### config.mk
export PLATFORM = sky130hd
export DESIGN_NAME = fifo_tlb_with_process_flush_core
export DESIGN_NICKNAME = d
export VERILOG_FILES = /design/src/rtl/ftlb_pkg.sv /design/src/rtl/ftlb_cell.sv /design/src/rtl/fifo_tlb_with_process_flush_core.sv
export SDC_FILE = /design/constraint.sdc
export NUM_CORES = 2
export LEC_CHECK = 0
export ABC_AREA = 1
export BUFFER_PORTS_ARGS = -buffer_cell sky130_fd_sc_hd__buf_2
export CAP_MARGIN = 15
export CORE_UTILIZATION = 55
export CTS_BUF_LIST = sky130_fd_sc_hd__clkbuf_8 sky130_fd_sc_hd__clkbuf_16
export DETAILED_ROUTE_END_ITERATION = 12
export PLACE_DENSITY_LB_ADDON = 0.1
export SETUP_SLACK_MARGIN = 0.4
export SLEW_MARGIN = 20
export SYNTH_ARGS = -nofsm -noshare
export SYNTH_HDL_FRONTEND = slang
export SYNTH_HIERARCHICAL = 1
export SYNTH_SLANG_ARGS = --single-unit
### constraint.sdc
create_clock -name clock -period 15.17 [get_ports clock]
set_input_delay 3.7925 -clock clock [delete_from_list [all_inputs] [get_ports clock]]
set_output_delay 3.7925 -clock clock [all_outputs]
set_load 0.01 [all_outputs]
### src/rtl/ftlb_pkg.sv
// ----------------------------------------------------------------------------
// ftlb_pkg
// Types and codes shared by the FIFO translation buffer and its cells.
// ----------------------------------------------------------------------------
package ftlb_pkg;

   localparam int ACTION_W = 2;
   localparam int PID_W    = 8;
   localparam int PAGE_W   = 12;
   localparam int FRAME_W  = 12;
   localparam int ACTIVE_W = 5;

   localparam logic [ACTIVE_W-1:0] ACTIVE_RESET = 5'd16;

   localparam logic [ACTION_W-1:0] ACT_LOOKUP    = 2'd0;
   localparam logic [ACTION_W-1:0] ACT_INSERT    = 2'd1;
   localparam logic [ACTION_W-1:0] ACT_FLUSH_PID = 2'd2;
   localparam logic [ACTION_W-1:0] ACT_FLUSH_ALL = 2'd3;

   localparam int CELL_OP_W = 3;
   localparam logic [CELL_OP_W-1:0] CELL_HOLD    = 3'd0;
   localparam logic [CELL_OP_W-1:0] CELL_APPEND  = 3'd1;
   localparam logic [CELL_OP_W-1:0] CELL_SHIFT   = 3'd2;
   localparam logic [CELL_OP_W-1:0] CELL_MARK    = 3'd3;
   localparam logic [CELL_OP_W-1:0] CELL_COMPACT = 3'd4;
   localparam logic [CELL_OP_W-1:0] CELL_CLEAR   = 3'd5;

   typedef struct packed {
      logic               valid;
      logic [PID_W-1:0]   pid;
      logic [PAGE_W-1:0]  page;
      logic [FRAME_W-1:0] frame;
   } entry_type;

   typedef struct packed {
      logic [CELL_OP_W-1:0] op;
      logic [PID_W-1:0]     pid;
      logic [PAGE_W-1:0]    page;
      logic [FRAME_W-1:0]   frame;
   } cell_cmd_type;

   typedef struct packed {
      logic               prev_valid;
      logic               hole_seen;
      logic               found;
      logic [FRAME_W-1:0] frame;
   } cell_chain_type;

endpackage

### src/rtl/ftlb_cell.sv
// ----------------------------------------------------------------------------
// ftlb_cell
// One slot of the translation buffer: holds an entry, compares it, and takes
// its neighbor's entry when the row shifts toward the oldest end.
// ----------------------------------------------------------------------------
module ftlb_cell
   import ftlb_pkg::*;
#(
   parameter int INDEX = 0,
   parameter int IDX_W = 4
) (
   input  logic             clock,
   input  logic             reset,
   input  cell_cmd_type     cmd,
   input  logic [IDX_W-1:0] last_idx,
   input  entry_type        upper,
   input  cell_chain_type   chain_in,
   output cell_chain_type   chain_out,
   output entry_type        entry
);

   entry_type entry_ff;
   entry_type entry_in;
   entry_type new_entry;
   logic      match;
   logic      is_last;
   logic      below_last;

   assign is_last    = (last_idx == IDX_W'(INDEX));
   assign below_last = (IDX_W'(INDEX) < last_idx);
   assign match      = entry_ff.valid && (entry_ff.pid == cmd.pid) &&
                       (entry_ff.page == cmd.page);

   always_comb begin
      new_entry.valid = 1'b1;
      new_entry.pid   = cmd.pid;
      new_entry.page  = cmd.page;
      new_entry.frame = cmd.frame;
   end

   always_comb begin
      chain_out.prev_valid = entry_ff.valid;
      chain_out.hole_seen  = chain_in.hole_seen | ~entry_ff.valid;
      chain_out.found      = chain_in.found | match;
      if (chain_in.found) begin
         chain_out.frame = chain_in.frame;
      end else if (match) begin
         chain_out.frame = entry_ff.frame;
      end else begin
         chain_out.frame = '0;
      end
   end

   always_comb begin
      entry_in = entry_ff;
      case (cmd.op)
         CELL_APPEND: begin
            if (!entry_ff.valid && chain_in.prev_valid) begin
               entry_in = new_entry;
            end
         end
         CELL_SHIFT: begin
            if (is_last) begin
               entry_in = new_entry;
            end else if (below_last) begin
               entry_in = upper;
            end
         end
         CELL_MARK: begin
            if (entry_ff.valid && (entry_ff.pid == cmd.pid)) begin
               entry_in.valid = 1'b0;
            end
         end
         CELL_COMPACT: begin
            if (chain_in.hole_seen || !entry_ff.valid) begin
               entry_in = upper;
            end
         end
         CELL_CLEAR: begin
            entry_in.valid = 1'b0;
         end
         default: begin
            entry_in = entry_ff;
         end
      endcase
   end

   always_ff @(posedge clock) begin
      if (reset) begin
         entry_ff.valid <= 1'b0;
      end else begin
         entry_ff.valid <= entry_in.valid;
      end
      entry_ff.pid   <= entry_in.pid;
      entry_ff.page  <= entry_in.page;
      entry_ff.frame <= entry_in.frame;
   end

   assign entry = entry_ff;

endmodule

### src/rtl/fifo_tlb_with_process_flush_core.sv
// ----------------------------------------------------------------------------
// fifo_tlb_with_process_flush_core
// Fully associative translation buffer with first-in-first-out replacement,
// built as a row of slot cells kept in age order.
// ----------------------------------------------------------------------------
// Lookup, insert and flush-all items: the result appears in the cycle after
// start, and a new item may be started in every cycle while busy is low.
// A flush of one process marks its entries invalid and holds busy high until no
// free slot lies below the newest surviving entry; the row closes one slot a cycle.
// Reset is synchronous: all slots become invalid and active_entries is 16.
// The receiver cannot stall; every result is shown for one cycle on rsp_valid.
// ----------------------------------------------------------------------------
module fifo_tlb_with_process_flush_core
   import ftlb_pkg::*;
#(
   parameter int TLB_DEPTH = 16
) (
   input  logic                clock,
   input  logic                reset,
   input  logic                start,
   output logic                busy,
   input  logic [ACTION_W-1:0] req_action,
   input  logic [PID_W-1:0]    req_pid,
   input  logic [PAGE_W-1:0]   req_page,
   input  logic [FRAME_W-1:0]  req_frame,
   output logic                rsp_valid,
   output logic                rsp_hit,
   output logic [FRAME_W-1:0]  rsp_frame_out,
   output logic                rsp_evicted,
   input  logic                csr_write_enable,
   input  logic [ACTIVE_W-1:0] csr_write_data
);

   localparam int IDX_W = $clog2(TLB_DEPTH);
   localparam int CNT_W = $clog2(TLB_DEPTH + 1);
   localparam int CMP_W = (CNT_W > ACTIVE_W) ? CNT_W : ACTIVE_W;

   logic [ACTIVE_W-1:0] active_ff;
   logic                busy_ff;
   logic                busy_in;
   logic                rsp_valid_ff;
   logic                rsp_valid_in;
   logic                hit_ff;
   logic                hit_in;
   logic [FRAME_W-1:0]  frame_ff;
   logic [FRAME_W-1:0]  frame_in;
   logic                evicted_ff;
   logic                evicted_in;

   logic [CMP_W-1:0]     active_ext;
   logic [IDX_W-1:0]     last_idx;
   logic                 accept;
   logic                 full;
   logic                 gap;
   logic [TLB_DEPTH-1:0] valid_vec;
   cell_cmd_type         cmd;
   cell_chain_type       chain [TLB_DEPTH+1];
   entry_type            entries [TLB_DEPTH];
   entry_type            empty_entry;

   assign accept = start && !busy_ff;

   assign active_ext = CMP_W'(active_ff);
   always_comb begin
      if (active_ext == '0) begin
         last_idx = '0;
      end else if (active_ext > CMP_W'(TLB_DEPTH)) begin
         last_idx = IDX_W'(TLB_DEPTH - 1);
      end else begin
         last_idx = IDX_W'(active_ext - CMP_W'(1));
      end
   end

   always_comb begin
      for (int i = 0; i < TLB_DEPTH; i++) begin
         valid_vec[i] = entries[i].valid;
      end
   end

   assign full = valid_vec[last_idx];
   assign gap  = |(~valid_vec[TLB_DEPTH-2:0] & valid_vec[TLB_DEPTH-1:1]);

   always_comb begin
      cmd.pid   = req_pid;
      cmd.page  = req_page;
      cmd.frame = req_frame;
      cmd.op    = CELL_HOLD;
      if (csr_write_enable) begin
         cmd.op = CELL_CLEAR;
      end else if (accept) begin
         case (req_action)
            ACT_LOOKUP:    cmd.op = CELL_HOLD;
            ACT_INSERT:    cmd.op = full ? CELL_SHIFT : CELL_APPEND;
            ACT_FLUSH_PID: cmd.op = CELL_MARK;
            ACT_FLUSH_ALL: cmd.op = CELL_CLEAR;
            default:       cmd.op = CELL_HOLD;
         endcase
      end else if (busy_ff && gap) begin
         cmd.op = CELL_COMPACT;
      end
   end

   assign empty_entry = '0;
   assign chain[0]    = '{prev_valid: 1'b1, hole_seen: 1'b0, found: 1'b0, frame: '0};

   for (genvar g = 0; g < TLB_DEPTH; g++) begin : g_cell
      ftlb_cell #(
         .INDEX (g),
         .IDX_W (IDX_W)
      ) u_cell (
         .clock     (clock),
         .reset     (reset),
         .cmd       (cmd),
         .last_idx  (last_idx),
         .upper     ((g == TLB_DEPTH - 1) ? empty_entry : entries[(g + 1) % TLB_DEPTH]),
         .chain_in  (chain[g]),
         .chain_out (chain[g+1]),
         .entry     (entries[g])
      );
   end

   always_comb begin
      busy_in      = busy_ff;
      rsp_valid_in = 1'b0;
      hit_in       = 1'b0;
      frame_in     = '0;
      evicted_in   = 1'b0;
      if (accept) begin
         if (req_action == ACT_FLUSH_PID) begin
            busy_in = 1'b1;
         end else begin
            rsp_valid_in = 1'b1;
         end
         if (req_action == ACT_LOOKUP) begin
            hit_in   = chain[TLB_DEPTH].found;
            frame_in = chain[TLB_DEPTH].frame;
         end
         if (req_action == ACT_INSERT) begin
            evicted_in = full;
         end
      end else if (busy_ff && !gap) begin
         busy_in      = 1'b0;
         rsp_valid_in = 1'b1;
      end
   end

   always_ff @(posedge clock) begin
      if (reset) begin
         active_ff    <= ACTIVE_RESET;
         busy_ff      <= 1'b0;
         rsp_valid_ff <= 1'b0;
      end else begin
         if (csr_write_enable) begin
            active_ff <= csr_write_data;
         end
         busy_ff      <= busy_in;
         rsp_valid_ff <= rsp_valid_in;
      end
      hit_ff     <= hit_in;
      frame_ff   <= frame_in;
      evicted_ff <= evicted_in;
   end

   assign busy          = busy_ff;
   assign rsp_valid     = rsp_valid_ff;
   assign rsp_hit       = hit_ff;
   assign rsp_frame_out = frame_ff;
   assign rsp_evicted   = evicted_ff;

endmodule
**Word level (Yosys, flattened, before mapping)**

Cells that the tools add are included.

- Word-level logic and storage cells: 536
- Output and inout port bits: 16
- Input bits: 43
- Flip-flop bits (word level): 549

- Eq/ne operators: 120
- Mux-type cells: 157
- $add $sub $neg: 1
- Bitwise gates (word level): 46
- Reductions and logical operators: 124
- Magnitude comparators: 18

Operators with widths:

| operator | count |
|---|---|
| $mux 33 | 63 |
| $pmux 32 s3 | 16 |
| $mux 12 | 30 |
| $eq 12x12->1 | 16 |
| $eq 8x8->1 | 16 |
| $ne 2x1->1 const B | 47 |
| $pmux 1 s5 | 16 |
| $reduce_and 5->1 | 15 |
| $reduce_and 4->1 | 16 |
| $logic_and 1x1->1 | 50 |
| $ne 3x1->1 const B | 16 |
| $eq 4x4->1 const B | 8 |
| $lt 4x4->1 const A | 8 |
| $mux 32 | 1 |
| $or 1x1->1 | 29 |
| $mux 1 | 23 |
| $logic_not 1->1 | 17 |
| $eq 4x3->1 const B | 4 |
| $lt 3x4->1 const A | 4 |
| $and 15x15->15 | 1 |
| $logic_or 1x1->1 | 15 |
| $not 1->1 | 15 |
| $not 15->15 | 1 |
| $reduce_or 15->1 | 1 |
| other kinds (26) | 38 |

**Logic depth before layout (Yosys ltp)**

- Word-level depth: 19
- Mapped depth: 53
- Mapped depth without buffers: 42

**By module**

Netlist, hierarchy kept.

By module, submodules not included:

| module | area each (um^2) | instances | cells each | sequential area each (um^2) |
|---|---|---|---|---|
| ftlb_cell at g_cell[10].u_cell | 2,302.2 | 1 | 302 | 980.9 |
| ftlb_cell at g_cell[5].u_cell | 2,289.7 | 1 | 287 | 980.9 |
| ftlb_cell at g_cell[6].u_cell | 2,288.4 | 1 | 297 | 980.9 |
| ftlb_cell at g_cell[3].u_cell | 2,262.2 | 1 | 299 | 980.9 |
| ftlb_cell at g_cell[2].u_cell | 2,253.4 | 1 | 302 | 980.9 |
| ftlb_cell at g_cell[14].u_cell | 2,252.2 | 1 | 283 | 980.9 |
| ftlb_cell at g_cell[7].u_cell | 2,250.9 | 1 | 297 | 980.9 |
| ftlb_cell at g_cell[4].u_cell | 2,247.2 | 1 | 294 | 980.9 |
| ftlb_cell at g_cell[0].u_cell | 2,224.6 | 1 | 292 | 980.9 |
| ftlb_cell at g_cell[8].u_cell | 2,208.4 | 1 | 291 | 980.9 |
| ftlb_cell at g_cell[11].u_cell | 2,203.4 | 1 | 294 | 980.9 |
| ftlb_cell at g_cell[1].u_cell | 2,177.1 | 1 | 291 | 980.9 |
| ftlb_cell at g_cell[13].u_cell | 2,168.3 | 1 | 288 | 980.9 |
| ftlb_cell at g_cell[9].u_cell | 2,162.1 | 1 | 276 | 980.9 |
| 3 more rows | -- | -- | -- | -- |

**Worst setup path before layout**

OpenSTA, ideal clock, no wires.

- Path kind: input to register
- Start: input req_pid[5]
- End: register frame_ff[10] (netlist: rsp_frame_out[10])
- Arrival: 11,925 ps
- Buffers on the path: 15
- Library setup time: 66 ps
- Stages on the path: 52
- Required time: 15,104 ps
- Path slack: 3,179 ps
- Cells stage by stage: inv_1 o21ai_0 inv_1 nand2_1 nor2_1 nand2_1 o21bai_1 clkbuf_1 or2_2 inv_1 clkbuf_1 nand2_1 inv_1 dlygate4sd1_1 nand2_1 inv_1 clkbuf_1 nand2_1 [16 not listed] nand2_1 clkbuf_1 or2_2 inv_1 clkbuf_1 nand2_1 inv_1 clkbuf_1 nand2_1 inv_1 clkbuf_1 nand2_1 inv_1 clkbuf_1 nand2_1 o21ai_0 inv_1 nor2_1

RTL lines:

| element | line | text |
|---|---|---|
| from (decl) | fifo_tlb_with_process_flush_core.sv:23 | `input logic [PID_W-1:0] req_pid,` |
| to (signal assigned) | fifo_tlb_with_process_flush_core.sv:160 | `frame_ff <= frame_in;` |
| to (decl) | fifo_tlb_with_process_flush_core.sv:45 | `logic [FRAME_W-1:0] frame_ff;` |

==> key figures <==
Floorplan
  • # IOs: 59
  • Die area: 0.0678 mm²
  • Chip Height: 260 µm
  • Core area: 0.0659 mm²
  • Row cnt: 94
  • Die width: 260 µm
  • Starting Density: 55.7%

STA
  • # setup viols final: 0
  • Clock skew: 0.0264 ns
  • Final TNS setup: 0 ns
  • Final hold vios: 0
  • Unrepaired setup endpoints after global routing: false
  • Fmax: 73.7 MHz
  • Slew @ Worst Pin: 1.09 ns
  • Final Cycle Share: 89.4%
  • Max-slew headroom: 27.0%
  • Tmin final: 13.56 ns
  • Slew Limit Fails: 0

Critical path
  • Worst setup SP type: input pin
  • Most Frequent Cell on Critical Path: nand2_1
  • R2r setup slk: 4.74 ns
  • Worst Path Class, Setup: input pin to flip-flop
  • R2r startpoint: g_cell[0].u_cell/entry[17]$_DFFE_PP_
  • Reg2Reg Depth: 39
  • Crit path DAT: 14.04 ns
  • Worst-path fanout max: 25
  • Reg-to-reg endpoint: rsp_frame_out[7]$_SDFF_PN0_
  • End point of the critical path: rsp_frame_out[7]$_SDFF_PN0_
  • CP endpoint kind: flip-flop
  • CP Data Required Time: 15.65 ns
  • Critical path's slowest cell: nor2_1
  • Setup crit start: req_page[5]
  • CP max stage delay: 0.65 ns

Drt
  • Drt pass-1 iters: 5
  • Antenna-violating nets left: 0
  • Via/cell ratio: 5.67
  • Drt drc: 0
  • Drt wl/cell: 20.4 µm
  • Drt first-iter violations: 3236
  • Vias: 32300
  • DRT Wirelength: 116 mm

Clocking
  • Maximum buffer depth of the clock tree: 3
  • TritonCTS clock tree: yes
  • TritonCTS buffer count: 66
  • Htree depth: 3
  • Clk sinks: 549
  • Clock latency on the worst-skew pair: 0.62 ns
  • Clk root buf: clkbuf_16
  • Clk pin slew, worst setup/hold paths: 0.06 ns
  • Post-CTS Repair Setup Buffers: 0

Finish
  • Layout area overhead: 7.88%
  • Nets@finish: 4828
  • Most frequent cells in the layout: nand2_1, nand3_1, inv_1
  • Seq. cell area: 0.0161 mm²
  • Most common cell after layout, fill and taps aside: nand2_1
  • Ant. Diodes: 0
  • Multi-input gate area: 0.0170 mm²
  • Filler instances: 6023
  • Fraction of layout cells with a size suffix above 1: 9.41%

Min path
  • Hold Crit Depth: 2
  • Hold crit path type: flip-flop to flip-flop

Run
  • MaxCap Viol Count: 0

GRT
  • Total global-route track usage: 34.0%
  • Initial antenna violation count: 1
  • First-pass GRT wire length: 176 mm
  • GRT overflow: 0
  • Vias in the first global route: 30300
  • Largest net degree at the start of global routing: 65

Status
  • Outcome: finished, final reports clean

Power and ir drop
  • Clock network power share: 35.5%
  • Combinational group share of total power: 18.9%
  • Static Leak: 17.3 nW
  • Pwr dens: 113 mW/mm²
  • Flop pwr share: 45.6%
  • Pwr Total: 4.49 mW
  • Internal power: 3.09 mW
  • Net load switching power: 1.40 mW
  • Peak VDD IR: 93.0 µV
  • Switching Share: 31.1%

Logic synthesis
  • Synth warnings: 6
  • Synthesized area: 0.0367 mm²
  • Syn avg cell area: 7.66 µm²
  • Mapped Cells: 4791

Placement
  • HPWL Detailed: 80.3 mm
  • Count of input and output buffers: 58
  • Routability cong.: 0.966
==> cell type report <==
cell class	count	share of cell area, %
tap	864	2.73
clock buffer	73	4.56
timing repair buffer	123	2.17
inverter	640	6.10
multi-input combinational	3404	42.9
clock inverter	45	0.860
sequential	549	40.7
==> critical path, delay by kind of cell <==
family | cells | cell delay (ns)
AOI/OAI and AO/OA | 3 | 0.45
buffers and inverters | 17 | 4.09
and+or+nand+nor | 20 | 5.64
==> metrics by stage <==
stage,std cells,instance area [µm²],hold slack (ns),worst slack (ns),utilization [%]
after floorplan,4837,36900,0.456,3.18,-
after global placement,5576,37300,0.473,1.29,56.7
after detailed placement,5576,37300,0.480,1.10,56.7
after CTS,5694,39500,0.488,1.70,59.9
after global routing,5698,39600,0.518,0.388,60.1
final,5698,39600,0.488,1.61,60.1
==> what timing repair did <==
| item | 4_1_cts | 5_1_grt |
|---|---|---|
| endpoints found under the hold margin | 0 | 0 |
| hold buffers | 0 | 0 |
| resized for setup | 0 | 3 |
| setup endpoints to repair | 0 | 12 |
==> flip-flops by register name, summed over array words and instances (netlist names) <==
signal,flops
g_cell.u_cell/entry,512
busy,1
rsp_hit,1
rsp_frame_out,12
g_cell.u_cell/chain_out,16
rsp_valid,1
rsp_evicted,1
active_ext,5
==> power groups by stage <==
| stage | clock (mW) | combinational (mW) | sequential, mW |
|---|---|---|---|
| after floorplan | 0 | 0.630 | 2.01 |
| after global placement | 0 | 0.809 | 2.08 |
| after detailed placement | 0 | 0.821 | 2.08 |
| after CTS | 1.62 | 0.825 | 2.05 |
| after global routing | 1.66 | 0.942 | 2.06 |
| final | 1.60 | 0.848 | 2.05 |
==> per-layer routing <==
metal  part of all wire (%)  track usage [%]  vias up
met5                      0                0        -
li1                       -                -    15700
met2                     48             56.6     1232
met4                    5.3             17.0        0
met3                    7.3             6.90      305
met1                     40             41.9    15100
==> worst min-delay path by stage <==
| stage | from | end | slack, ns |
|---|---|---|---|
| floorplan | active_ext[1]$_SDFFE_PP0P_ | active_ext[1]$_SDFFE_PP0P_ | 0.46 |
| global placement | active_ext[1]$_SDFFE_PP0P_ | active_ext[1]$_SDFFE_PP0P_ | 0.47 |
| detailed placement | active_ext[1]$_SDFFE_PP0P_ | active_ext[1]$_SDFFE_PP0P_ | 0.48 |
| CTS | active_ext[1]$_SDFFE_PP0P_ | active_ext[1]$_SDFFE_PP0P_ | 0.49 |
| global route | active_ext[1]$_SDFFE_PP0P_ | active_ext[1]$_SDFFE_PP0P_ | 0.52 |
| finish | active_ext[1]$_SDFFE_PP0P_ | active_ext[1]$_SDFFE_PP0P_ | 0.49 |
Note: power is estimated with default switching activity, not from simulation.
